File: src/rtl/bls_pkg.sv
`timescale 1ns / 1ps
package bls_pkg;

  localparam int DEPTH = 16;
  localparam int IDX_W = $clog2(DEPTH);
  localparam int CNT_W = $clog2(DEPTH + 1);
  localparam int VAL_W = 32;
  localparam int OP_W  = 3;
  localparam int POS_W = 4;
  localparam int IDXO_W = 4;
  localparam int ST_W  = 3;
  localparam int CNTO_W = 5;

  localparam logic [CNT_W-1:0] FULL_CNT = CNT_W'(DEPTH);

  typedef enum logic [OP_W-1:0] {
    OP_INSERT    = 3'd0,
    OP_SEARCH    = 3'd1,
    OP_DEL_FRONT = 3'd2,
    OP_DEL_BACK  = 3'd3,
    OP_DEL_POS   = 3'd4,
    OP_DEL_VALUE = 3'd5
  } op_e;

  typedef enum logic [ST_W-1:0] {
    ST_OK      = 3'd0,
    ST_EMPTY   = 3'd1,
    ST_FULL    = 3'd2,
    ST_MISSING = 3'd3,
    ST_RANGE   = 3'd4
  } status_e;

  typedef enum logic [2:0] {
    S_IDLE,
    S_WALK,
    S_SHIFT_UP,
    S_INS_WR,
    S_DONE
  } state_e;

  typedef struct packed {
    logic [OP_W-1:0]         operation;
    logic signed [VAL_W-1:0] value;
    logic [POS_W-1:0]        position;
  } in_item_t;

  typedef struct packed {
    logic [ST_W-1:0]         status;
    logic [IDXO_W-1:0]       index;
    logic signed [VAL_W-1:0] found_value;
    logic [CNTO_W-1:0]       count;
  } out_item_t;

  typedef struct packed {
    logic             rd_en;
    logic [IDX_W-1:0] rd_addr;
    logic             wr_en;
    logic [IDX_W-1:0] wr_addr;
    logic             wr_key;
  } mem_cmd_t;

endpackage

File: src/rtl/bls_store.sv
`timescale 1ns / 1ps
module bls_store import bls_pkg::*; (
  input  logic                    clk_i,
  input  mem_cmd_t                cmd_i,
  input  logic signed [VAL_W-1:0] key_i,
  output logic signed [VAL_W-1:0] rd_data_o,
  output logic                    match_o
);

  logic signed [VAL_W-1:0] mem_q [DEPTH];
  logic signed [VAL_W-1:0] rd_data_q;
  logic signed [VAL_W-1:0] wr_data;

  assign wr_data = cmd_i.wr_key ? key_i : rd_data_q;

  always_ff @(posedge clk_i) begin
    if (cmd_i.wr_en) begin
      mem_q[cmd_i.wr_addr] <= wr_data;
    end
    if (cmd_i.rd_en) begin
      rd_data_q <= mem_q[cmd_i.rd_addr];
    end
  end

  assign rd_data_o = rd_data_q;
  assign match_o   = (rd_data_q == key_i);

endmodule

File: src/rtl/bls_ctrl.sv
`timescale 1ns / 1ps
module bls_ctrl import bls_pkg::*; (
  input  logic                    clk_i,
  input  logic                    rst_ni,
  input  logic                    in_valid_i,
  output logic                    in_stall_o,
  input  in_item_t                in_item_i,
  output logic                    res_valid_o,
  output out_item_t               res_o,
  input  logic                    res_take_i,
  output mem_cmd_t                cmd_o,
  output logic signed [VAL_W-1:0] key_o,
  input  logic signed [VAL_W-1:0] rd_data_i,
  input  logic                    match_i
);

  state_e                  state_q, state_d;
  logic [CNT_W-1:0]        used_q, used_d;
  logic [OP_W-1:0]         op_q, op_d;
  logic signed [VAL_W-1:0] key_q, key_d;
  logic [IDX_W-1:0]        tgt_q, tgt_d;
  logic [CNT_W-1:0]        ptr_q, ptr_d;
  logic                    issue_q, issue_d;
  logic                    dv_q, dv_d;
  logic [IDX_W-1:0]        didx_q, didx_d;
  logic                    hit_q, hit_d;
  out_item_t               res_q, res_d;

  logic                    accept;
  logic                    empty;
  logic                    full;
  logic                    pos_oor;
  logic                    by_value;
  logic                    walk_match;
  logic                    dv_last;
  logic                    walk_end;
  logic [CNT_W-1:0]        last_cnt;

  assign accept     = in_valid_i && (state_q == S_IDLE);
  assign empty      = (used_q == '0);
  assign full       = (used_q >= FULL_CNT);
  assign pos_oor    = (CNT_W'(in_item_i.position) >= used_q);
  assign last_cnt   = used_q - 1'b1;
  assign by_value   = (op_q == OP_SEARCH) || (op_q == OP_DEL_VALUE);
  assign walk_match = by_value ? match_i : (didx_q == tgt_q);
  assign dv_last    = dv_q && (CNT_W'(didx_q) == last_cnt);
  assign walk_end   = dv_q && ((!hit_q && walk_match && (op_q == OP_SEARCH)) || dv_last);

  always_comb begin
    state_d = state_q;
    case (state_q)
      S_IDLE: begin
        if (in_valid_i) begin
          case (in_item_i.operation)
            OP_INSERT: begin
              if (full) begin
                state_d = S_DONE;
              end else if (empty) begin
                state_d = S_INS_WR;
              end else begin
                state_d = S_SHIFT_UP;
              end
            end
            OP_SEARCH, OP_DEL_VALUE, OP_DEL_FRONT, OP_DEL_BACK: begin
              state_d = empty ? S_DONE : S_WALK;
            end
            OP_DEL_POS: begin
              state_d = (empty || pos_oor) ? S_DONE : S_WALK;
            end
            default: begin
              state_d = S_DONE;
            end
          endcase
        end
      end
      S_WALK: begin
        if (walk_end) begin
          state_d = S_DONE;
        end
      end
      S_SHIFT_UP: begin
        if (dv_q && (didx_q == '0)) begin
          state_d = S_INS_WR;
        end
      end
      S_INS_WR: begin
        state_d = S_DONE;
      end
      S_DONE: begin
        if (res_take_i) begin
          state_d = S_IDLE;
        end
      end
      default: begin
        state_d = S_IDLE;
      end
    endcase
  end

  always_comb begin
    used_d  = used_q;
    op_d    = op_q;
    key_d   = key_q;
    tgt_d   = tgt_q;
    ptr_d   = ptr_q;
    issue_d = issue_q;
    dv_d    = 1'b0;
    didx_d  = didx_q;
    hit_d   = hit_q;
    res_d   = res_q;
    cmd_o   = '0;
    case (state_q)
      S_IDLE: begin
        if (accept) begin
          op_d    = in_item_i.operation;
          key_d   = in_item_i.value;
          hit_d   = 1'b0;
          issue_d = 1'b1;
          res_d.status      = ST_OK;
          res_d.index       = '0;
          res_d.found_value = '0;
          res_d.count       = CNTO_W'(used_q);
          case (in_item_i.operation)
            OP_INSERT: begin
              ptr_d = last_cnt;
              if (full) begin
                res_d.status = ST_FULL;
              end
            end
            OP_SEARCH, OP_DEL_VALUE: begin
              ptr_d = '0;
              if (empty) begin
                res_d.status = ST_EMPTY;
              end
            end
            OP_DEL_FRONT: begin
              tgt_d = '0;
              ptr_d = '0;
              if (empty) begin
                res_d.status = ST_EMPTY;
              end
            end
            OP_DEL_BACK: begin
              tgt_d = IDX_W'(last_cnt);
              ptr_d = last_cnt;
              if (empty) begin
                res_d.status = ST_EMPTY;
              end
            end
            OP_DEL_POS: begin
              tgt_d = IDX_W'(in_item_i.position);
              ptr_d = CNT_W'(in_item_i.position);
              if (empty) begin
                res_d.status = ST_EMPTY;
              end else if (pos_oor) begin
                res_d.status = ST_RANGE;
              end
            end
            default: begin
            end
          endcase
        end
      end
      S_WALK: begin
        cmd_o.rd_en   = issue_q;
        cmd_o.rd_addr = ptr_q[IDX_W-1:0];
        dv_d          = issue_q;
        didx_d        = ptr_q[IDX_W-1:0];
        if (issue_q) begin
          ptr_d   = ptr_q + 1'b1;
          issue_d = (ptr_q != last_cnt);
        end
        if (dv_q) begin
          if (!hit_q) begin
            if (walk_match) begin
              hit_d             = 1'b1;
              res_d.index       = IDXO_W'(didx_q);
              res_d.found_value = rd_data_i;
              if ((op_q != OP_SEARCH) && dv_last) begin
                used_d      = last_cnt;
                res_d.count = CNTO_W'(last_cnt);
              end
            end else if (dv_last) begin
              res_d.status = ST_MISSING;
            end
          end else begin
            cmd_o.wr_en   = 1'b1;
            cmd_o.wr_addr = didx_q - 1'b1;
            if (dv_last) begin
              used_d      = last_cnt;
              res_d.count = CNTO_W'(last_cnt);
            end
          end
        end
      end
      S_SHIFT_UP: begin
        cmd_o.rd_en   = issue_q;
        cmd_o.rd_addr = ptr_q[IDX_W-1:0];
        dv_d          = issue_q;
        didx_d        = ptr_q[IDX_W-1:0];
        if (issue_q) begin
          ptr_d   = ptr_q - 1'b1;
          issue_d = (ptr_q != '0);
        end
        if (dv_q) begin
          cmd_o.wr_en   = 1'b1;
          cmd_o.wr_addr = didx_q + 1'b1;
        end
      end
      S_INS_WR: begin
        cmd_o.wr_en       = 1'b1;
        cmd_o.wr_addr     = '0;
        cmd_o.wr_key      = 1'b1;
        used_d            = used_q + 1'b1;
        res_d.index       = '0;
        res_d.found_value = key_q;
        res_d.count       = CNTO_W'(used_q + 1'b1);
      end
      default: begin
      end
    endcase
  end

  always_ff @(posedge clk_i or negedge rst_ni) begin
    if (!rst_ni) begin
      state_q <= S_IDLE;
      used_q  <= '0;
      issue_q <= 1'b0;
      dv_q    <= 1'b0;
      hit_q   <= 1'b0;
    end else begin
      state_q <= state_d;
      used_q  <= used_d;
      issue_q <= issue_d;
      dv_q    <= dv_d;
      hit_q   <= hit_d;
    end
  end

  always_ff @(posedge clk_i) begin
    op_q   <= op_d;
    key_q  <= key_d;
    tgt_q  <= tgt_d;
    ptr_q  <= ptr_d;
    didx_q <= didx_d;
    res_q  <= res_d;
  end

  assign in_stall_o  = (state_q != S_IDLE);
  assign res_valid_o = (state_q == S_DONE);
  assign res_o       = res_q;
  assign key_o       = key_q;

endmodule

File: src/rtl/bounded_list_store_top.sv
`timescale 1ns / 1ps
// Ordered store of up to 16 signed 32-bit values, front at index 0, held in a
// single-port-read, single-port-write memory. One command is taken at a time;
// stall stays high until its result moves to the output register. A command
// that walks the memory does so one entry per cycle through one read port,
// one write port and one 32-bit comparator: an insert shifts the entries up
// and writes its value at index 0, a search reads from the front up to the
// first hit or the end, and a delete at index k moves each later entry down
// (value deletes first search up to k). Error cases and unused codes finish
// without a walk. A result waits in an output register, and the next command
// is taken while it waits. Entries are not cleared at reset; none need be.
module bounded_list_store_top import bls_pkg::*; (
  input  logic      clk_i,
  input  logic      rst_ni,
  input  logic      in_valid_i,
  output logic      in_stall_o,
  input  in_item_t  in_item_i,
  output logic      out_valid_o,
  input  logic      out_stall_i,
  output out_item_t out_item_o
);

  mem_cmd_t                cmd;
  logic signed [VAL_W-1:0] key;
  logic signed [VAL_W-1:0] rd_data;
  logic                    match;
  logic                    res_valid;
  out_item_t               res;
  logic                    res_take;
  logic                    out_valid_q, out_valid_d;
  out_item_t               out_item_q, out_item_d;

  bls_ctrl u_ctrl (
    .clk_i       (clk_i),
    .rst_ni      (rst_ni),
    .in_valid_i  (in_valid_i),
    .in_stall_o  (in_stall_o),
    .in_item_i   (in_item_i),
    .res_valid_o (res_valid),
    .res_o       (res),
    .res_take_i  (res_take),
    .cmd_o       (cmd),
    .key_o       (key),
    .rd_data_i   (rd_data),
    .match_i     (match)
  );

  bls_store u_store (
    .clk_i     (clk_i),
    .cmd_i     (cmd),
    .key_i     (key),
    .rd_data_o (rd_data),
    .match_o   (match)
  );

  assign res_take    = res_valid && (!out_valid_q || !out_stall_i);
  assign out_valid_d = res_take || (out_valid_q && out_stall_i);
  assign out_item_d  = res_take ? res : out_item_q;

  always_ff @(posedge clk_i or negedge rst_ni) begin
    if (!rst_ni) begin
      out_valid_q <= 1'b0;
    end else begin
      out_valid_q <= out_valid_d;
    end
  end

  always_ff @(posedge clk_i) begin
    out_item_q <= out_item_d;
  end

  assign out_valid_o = out_valid_q;
  assign out_item_o  = out_item_q;

endmodule

File: config.mk
export PLATFORM = sky130hd
export DESIGN_NAME = bounded_list_store_top
export DESIGN_NICKNAME = d
export VERILOG_FILES = /design/src/rtl/bls_pkg.sv /design/src/rtl/bls_store.sv /design/src/rtl/bls_ctrl.sv /design/src/rtl/bounded_list_store_top.sv
export SDC_FILE = /design/constraint.sdc
export NUM_CORES = 1
export LEC_CHECK = 0
export CORE_MARGIN = 2
export CORE_UTILIZATION = 48
export DETAILED_ROUTE_END_ITERATION = 8
export DONT_BUFFER_PORTS = 1
export PLACE_DENSITY_LB_ADDON = 0.25
export SYNTH_ARGS = -nofsm -noshare
export SYNTH_HDL_FRONTEND = slang
export SYNTH_HIERARCHICAL = 1
export SYNTH_SLANG_ARGS = --single-unit
File: constraint.sdc
create_clock -name clk_i -period 4.56 [get_ports clk_i]
set_input_delay 0.456 -clock clk_i [delete_from_list [all_inputs] [get_ports clk_i]]
set_output_delay 0.456 -clock clk_i [all_outputs]
set_load 0.05 [all_outputs]
# After elaboration in Yosys (flattened, before gate mapping)
# Memories as Yosys holds them, arrays and structs flattened. A register that Yosys moved wholly into a read port is not among the register bits.
# Index checks and enable logic that the tools add are counted.
[classes]
n_mux = 56
n_reduce_logical = 42
order_cmp = 2
n_eq_ne = 32
n_addsub = 6
[op_table]
columns = ["op", "n"]
rows = [
  ["$pmux W41 S3", 1],
  ["$mux W44", 2],
  ["$mux W5", 13],
  ["$pmux W5 S3", 3],
  ["$mux W41", 1],
  ["$mux W39", 1],
  ["$mux W3", 11],
  ["$eq A32 B32 Y1", 1],
  ["$mux W32", 1],
  ["$ne A2 B1 Y1 const B", 9],
  ["$pmux W3 S3", 2],
  ["$pmux W3 S5", 1],
  ["$reduce_and A5 Y1", 3],
  ["$mux W1", 14],
  ["$eq A3 B2 Y1 const B", 4],
  ["$eq A3 B3 Y1 const B", 4],
  ["$pmux W4 S3", 1],
  ["$reduce_and A6 Y1", 2],
  ["$reduce_bool A3 Y1", 4],
  ["$add A5 B1 Y5 const B", 2],
  ["$pmux W5 S2", 1],
  ["$sub A5 B1 Y5 const B", 2],
  ["$eq A3 B1 Y1 const B", 3],
  ["$logic_and A1 B1 Y1", 9],
  ["28 further kinds", 43],
]
[totals]
reg_bits = 148
n_memories = 1
elab_cells = 158
out_inout_bits = 46
ram_bits = 512
[mem_list]
columns = ["memory", "words", "word_bits", "read_ports", "rd_ports_with_merged_regs", "write_ports", "line_no", "source"]
rows = [
  ["u_store.mem_q", 16, 32, 1, 1, 1, "bls_store.sv:10", "logic signed [VAL_W-1:0] mem_q [DEPTH];"],
]

# Logic depth before layout (Yosys ltp)
# Gate-level depths: netlist of run 1.
[logic_depth]
ltp_word = 9
ltp_mapped = 11
depth_no_buf = 10

# Cells and area by module
# Netlist of run 1, hierarchy kept.
[by_module_without_submodules]
columns = ["mod", "cells_per_inst", "instances", "seq_area_each_um2", "area_per_inst_um2"]
rows = [
  ["bls_store", 917, 1, 16335.7, 20877.5],
  ["bls_ctrl", 432, 1, 3037.9, 5166.2],
  ["bounded_list_store_top", 47, 1, 1346.3, 1365.1],
]

# Worst setup path after synthesis of run 1
# No wires, ideal clock.
[synth_path]
path_type = "register to register"
startpoint = "reg u_ctrl.state_q[1]"
endpoint = "mem u_store.mem_q[0][0], enable pin"
n_path_buf = 3
required_time_ps = 4099
stages_incl_launch_ff = 8
arrival_time_ps = 4091
slack_ps = 8
cell_sequence = "dfrtp_1 > buf_2 > clkbuf_1 > clkbuf_1 > a21oi_1 > nor2_1 > or3b_2 > nor3_1"
[synth_rtl]
columns = ["item", "line_no", "source"]
rows = [
  ["from (decl)", "bls_ctrl.sv:17", "state_e state_q, state_d;"],
  ["from (signal assigned)", "bls_ctrl.sv:232", "state_q <= state_d;"],
  ["to (decl)", "bls_store.sv:10", ""],
]

==> metrics, run 1 <==
f_max=approximately 270 MHz; #FFs+latches synth=around 690; drt first pass iters=5; Reg clk slew, reported paths=about 60 ps; CTS tree=built; register area share after synthesis=0.756; YS warnings=6; Hold WS=roughly 75 ps; Synth Area in XOR/XNOR=0.0197; Pwr Density=between 600 and 700 nW/um2; Setup CP Type=reg -> reg; fin nets=about 1500; IO Count=just under 90; Slew Limit Headroom=0.248; number of global-route vias before repair=13923; largest family of logic cells by synthesized area=multiplexers; wire per inst=between 20 and 30 um; # port buffers=0; Non-Filler Instances=roughly 2300; WP data required=4860 ps; Slew Limit Fails=0; fraction of registers with async set or reset after synthesis=0.0173; number of remaining DRC errors=0; commonest non-fill, non-tap cell in the layout=edfxtp_1; clk_skew=between 15 and 20 ps; Simple-Gate Fraction of Synth Area=0.0365; Die Ht=roughly 240 um; die width=~240 um; TritonCTS Buffers=between 70 and 80; Longest Clk Path Bufs=3; Area Overhead vs Synth=13.9%; Place WS=891 ps; dominant synthesized flop cell=edfxtp_1; Via density=a little under 6; status=finished, final reports clean; top-area cell type share of the netlist area=0.745; commonest cells after routing, fill and taps aside=edfxtp_1 (680), mux4_2 (128), clkbuf_16 (73); placed wire-length estimate=between 30 and 40 mm; clock sink count=692; Worst Hold Class=in -> reg; gr usage total=0.213; number of flops mapped to enable cells by yosys=680; Worst Path Max Fanout=18; antenna violations before repair=4; area share of fa/ha/maj cells after synthesis=0.00666; cts repair resizes=0; cell count after synthesis=between 1000 and 1500; Power, Total=around 22 mW; max_cap viols=0; Unique masters post-synth=~60; dpl cells=roughly 2100; endpoint type of the worst setup path=flop; Finish-stage setup viols=0; Starting Density=0.486; Placer Congestion=approximately 0.85; htree depth=3; Syn Area/Cell=about 20 um2; Slew @ Worst Pin=1130 ps; Clk Latency, worst-skew pair=610 ps; startpoint types=flop; crit path DAT=~3900 ps; final WL=~62 mm; Final TNS setup=0 ps; Core ar.=56400 um2; Final Cycle Share=0.799; die area=around 60000 um2; RSZ-0062 raised after global routing=false; CTS root buffer=clkbuf_16; largest net degree at the start of global routing=64; total nets after synthesis=between 1000 and 1500; mapped cell area=between 20000 and 30000 um2; leakage power=slightly below 10 nW; First DRT Iteration DRCs=1502; post-synthesis compound-gate area fraction=0.0358; fin area=31200 um2; minimum clock period=between 3000 and 4000 ps; Placed Area=28600 um2; first-pass GRT wire length=92.0 mm; top post-synthesis cells by area=edfxtp_1 (75%), mux4_2 (11%), a22oi_1 (1.8%), xor2_1 (1.3%), mux2_2 (1.3%); via count=about 14000; GRT Residual Overflow=0; Antenna Nets Post-Route=0; Hold Vio Cnt, Final=0; post-synthesis mux area share=0.130; final core utilization=0.554; Final Worst Setup Slack=between 900 and 1000 ps; layout cell share with drive strength beyond 1=0.227; Synth area leader=edfxtp_1; maximum vdd drop=about 0.38 mV; site row count=87
critical path, stage by stage (launching register included):
cell and delay, ps:
dfrtp_4 550, inv_1 270, nor3_2 520, and2_1 280, a221oi_1 100, a31oi_1 300, nand3b_1 370, nor2_4 670
buf_12 260
Yosys cell counts, types with 2 or more instances:
master	number
a21o_1	4
a21oi_1	23
a221oi_1	2
a22oi_1	65
a31o_2	2
a31oi_1	5
and2_1	6
and3_1	5
buf_1	14
buf_2	14
buf_4	11
buf_6	2
clkbuf_1	30
dfrtp_1	12
edfxtp_1	680
ha_1	13
inv_1	19
mux2_2	32
mux2i_1	33
mux4_2	128
nand2_1	58
nand2b_1	9
nand3_1	8
nand3b_1	2
nand4_1	3
nor2_1	69
nor2b_1	8
nor3_1	14
nor3b_1	4
nor4_1	12
o21ai_0	18
o21ai_1	2
o21ai_2	2
o311ai_0	3
xnor2_1	17
xor2_1	42
path summary, 6_finish.rpt:
kind | start | slack, ps | end | cells after the start
worst max-delay path | u_ctrl/state_q[1]$_DFFE_PN0P_ | 920 | u_store/mem_q[11][12]$_DFFE_PP_ | 8
worst min-delay path | in_item_i[0] | 80 | u_ctrl/tgt_q[0]$_DFFE_PP_ | 2
worst max register to register | u_ctrl/state_q[1]$_DFFE_PN0P_ | 920 | u_store/mem_q[11][12]$_DFFE_PP_ | 8
worst min register to register | u_ctrl/res_o[29]$_DFFE_PP_ | 420 | out_item_o[29]$_DFFE_PP_ | 0
max in group asynchronous | rst_ni | 3800 | u_ctrl/state_q[1]$_DFFE_PN0P_ | 1
min in group asynchronous | rst_ni | 300 | u_ctrl/used_q[4]$_DFFE_PN0P_ | 1
routing by layer:
| layer | vias up | share of wire | GRT usage | wire length, um |
|---|---|---|---|---|
| li1 | 5830 | - | - | - |
| met1 | 7149 | 0.42 | 0.294 | 25800 |
| met2 | 504 | 0.50 | 0.353 | 30900 |
| met3 | 97 | 0.063 | 0.0359 | 3870 |
| met4 | 2 | 0.020 | 0.0565 | 1250 |
| met5 | - | 0.00018 | 0 | 11 |
layout make-up:
class / instances / area, um2
sequential: 692 / 20700
clock buffer: 88 / 1890
multi-input combinational: 614 / 6440
clock inverter: 40 / 323
fill: 4367 / 25200
timing repair buffer: 82 / 821
inverter: 19 / 71.3
antenna: 4 / 10.0
tap: 756 / 946
logic make-up after synthesis:
family	count (synthesis)
compound gates	140
xor+xnor	60
fa+ha+maj	14
buf+inv	90
flops	692
mux	193
simple gates	207
power breakdown:
part	internal [mW]	switching, mW	leakage, nW
combinational	2.33	3.80	2.44
clock	3.14	2.38	1.07
sequential	8.91	0.974	6.33
total	14.4	7.15	9.85
flip-flops by register name, indices dropped and copies added (netlist names):
| register | flops |
|---|---|
| u_ctrl/didx_q | 4 |
| out_item_o | 44 |
| u_store/rd_data_o | 32 |
| u_store/mem_q | 512 |
| u_ctrl/op_q | 3 |
| u_ctrl/ptr_q | 5 |
| u_ctrl/key_o | 32 |
| u_ctrl/issue_q | 1 |
| u_ctrl/hit_q | 1 |
| u_ctrl/tgt_q | 4 |
| u_ctrl/dv_q | 1 |
| u_ctrl/res_o | 44 |
| out_valid_o | 1 |
| u_ctrl/state_q | 3 |
| u_ctrl/used_q | 5 |
timing repair:
action / in CTS / in global routing
endpoints found under the hold margin: 48 / 0
hold buffers: 37 / 0
buffers inserted: 0 / 0
(Power assumes the default switching activity.)
==> run 2, diff against run 1 <==
clock period = 2.95 ns   (was 4.56 ns; I/O delays follow)
==> metrics, run 2 (synthesized netlist as in run 1, its figures left out) <==
status=finished, final reports clean; CP startpoint=u_ctrl/key_o[31]$_DFFE_PP_; gr usage total=0.224; first-pass GRT wire length=around 96 mm; Post-CTS Setup Bufs=0; Longest Clk Path Bufs=3; CTS root buffer=clkbuf_16; Slew Limit Fails=0; delay-heaviest family, CP=simple AND/OR/NAND/NOR gates; startpoint types=flop; Final Cycle Share=0.941; Antenna Nets Post-Route=0; internal power=between 20 and 25 mW; wire per inst=approximately 28 um; GRT Residual Overflow=0; Power, Total=34.0 mW; Placer Congestion=around 0.87; dpl cells=2169; fin nets=1584; Critical R2R Launch=u_ctrl/key_o[31]$_DFFE_PP_; CP max stage delay=between 400 and 500 ps; Hold Vio Cnt, Final=0; IO Count=89; max_cap viols=0; maximum vdd drop=about 0.6 mV; Worst Hold Class=in -> reg; Levels on crit path=10; leakage power=between 10 and 15 nW; crit path buf inv count=1; clk_skew=26.5 ps; crit path DAT=roughly 3100 ps; via count=13873; Hold WS=between 30 and 40 ps; htree depth=3; Clk Latency, worst-skew pair=610 ps; Non-Filler Instances=~2300; worst-path cell chain=xor2_1 > nor4_1 > nand4_1 > nor2_4 > and3_1 > a211o_1 > and2_4 > o21ai_0 > a21oi_2 > buf_4; fin area=31900 um2; Finish-stage setup viols=0; Slew Limit Headroom=0.222; antenna violations before repair=8; placed wire-length estimate=slightly below 40 mm; Via density=5.94; layout cell share with drive strength beyond 1=0.258; Worst Path Max Fanout=5; Slew @ Worst Pin=around 1200 ps; final WL=approximately 66 mm; Pwr Density=about 1100 nW/um2; Filler Cells Inserted=~4200; reg2reg path depth=10; Worst R2R Setup Slack=170 ps; sequential share of power=0.447; commonest non-fill, non-tap cell in the layout=edfxtp_1; largest reg by FF count=u_store/mem_q; TritonCTS Buffers=70; Place WS=-208 ps; combinational power share=0.303; Reg-to-Reg End=u_ctrl/res_o[0]$_DFFE_PP_; drt first pass iters=5; First DRT Iteration DRCs=around 1700; Worst Setup EP=u_ctrl/res_o[0]$_DFFE_PP_; Sw Pwr=roughly 11 mW; die area=about 59000 um2; Sw Share=0.333; Setup CP Type=reg -> reg; worst hold start=in_item_i[37]; final core utilization=0.567; commonest cells after routing, fill and taps aside=edfxtp_1 (680), mux4_2 (128), clkbuf_16 (72); minimum clock period=around 2800 ps; site row count=between 80 and 90; endpoint type of the worst setup path=flop; Final Worst Setup Slack=~170 ps; CTS tree=built; # port buffers=0; Starting Density=0.486; Area Overhead vs Synth=16.6%; Reg clk slew, reported paths=around 60 ps; Placed Area=29300 um2; WP data required=between 3000 and 4000 ps; Final TNS setup=0 ps; largest net degree at the start of global routing=46; number of flip-flops in the largest register=512; Core ar.=between 50000 and 60000 um2; number of remaining DRC errors=0; number of global-route vias before repair=14258; slowest CP cell=edfxtp_1; die width=between 200 and 250 um; RSZ-0062 raised after global routing=false; Die Ht=about 240 um; clock sink count=692; f_max=between 300 and 400 MHz; clock power share=0.250
==> run 2: cell types whose count changed in the layout (fill, tap and decap cells not counted), moves of 3 or more <==
cell | previous run | this run
inv_6 | 4 | 1
buf_12 | 9 | 30
clkbuf_1 | 14 | 8
clkinv_2 | 10 | 16
nor4_2 | 1 | 4
buf_4 | 36 | 58
dlygate4sd3_1 | 37 | 42
nor4_1 | 12 | 9
nor3_2 | 7 | 2
nor3_4 | 1 | 6
==> run 2: area by class of cell <==
type	instances	area, um2	share of cell area
multi-input combinational	614	6570	0.206
tap	756	946	0.0296
inverter	19	73.8	0.00231
clock buffer	80	1830	0.0573
sequential	692	20700	0.649
antenna	2	5.00	0.000157
clock inverter	43	337	0.0105
timing repair buffer	130	1460	0.0456
==> run 2: what timing repair did <==
action | CTS | global route
resized for setup | 2 | 6
pin swaps | 0 | 2
setup endpoints to repair | 41 | 73
endpoints found under the hold margin | 54 | 0
hold buffers | 42 | 0
==> run 2: worst min path at each step <==
stage	to	slack (ps)	cells past startpoint
after floorplan	out_valid_o$_DFF_PN0_	-0.6	0
after global placement	u_ctrl/used_q[0]$_DFFE_PN0P_	-0.3	0
after detailed placement	u_ctrl/used_q[2]$_DFFE_PN0P_	-0.1	0
after CTS	u_ctrl/res_o[41]$_SDFFCE_PP1P_	20	2
after global routing	u_ctrl/res_o[41]$_SDFFCE_PP1P_	40	2
final	u_ctrl/res_o[41]$_SDFFCE_PP1P_	40	2
==> run 2: power groups by stage <==
| stage | Combinational [mW] | Clock (mW) | Sequential [mW] |
|---|---|---|---|
| floorplan | 6.85 | 0 | 15.0 |
| global placement | 10.0 | 0 | 15.4 |
| detailed placement | 10.2 | 0 | 15.4 |
| CTS | 10.3 | 8.61 | 15.2 |
| global route | 11.1 | 8.97 | 15.3 |
| finish | 10.3 | 8.49 | 15.2 |
==> run 2: layer usage <==
metal	global-route usage	vias to the layer above	wire length [um]
met3	0.0420	126	4810
met2	0.372	562	32600
met4	0.0689	12	1550
li1	-	5918	-
met5	0	-	69
met1	0.303	7255	26500
==> run 2: worst reg2reg max path: cells and delay by family, from the launching register on <==
family / cells / cell delay [ps]
buffers and inverters: 1 / 180
AO/OA/AOI/OAI: 3 / 450
AND/OR/NAND/NOR: 5 / 1160
flip-flops: 1 / 460
XOR/XNOR: 1 / 250
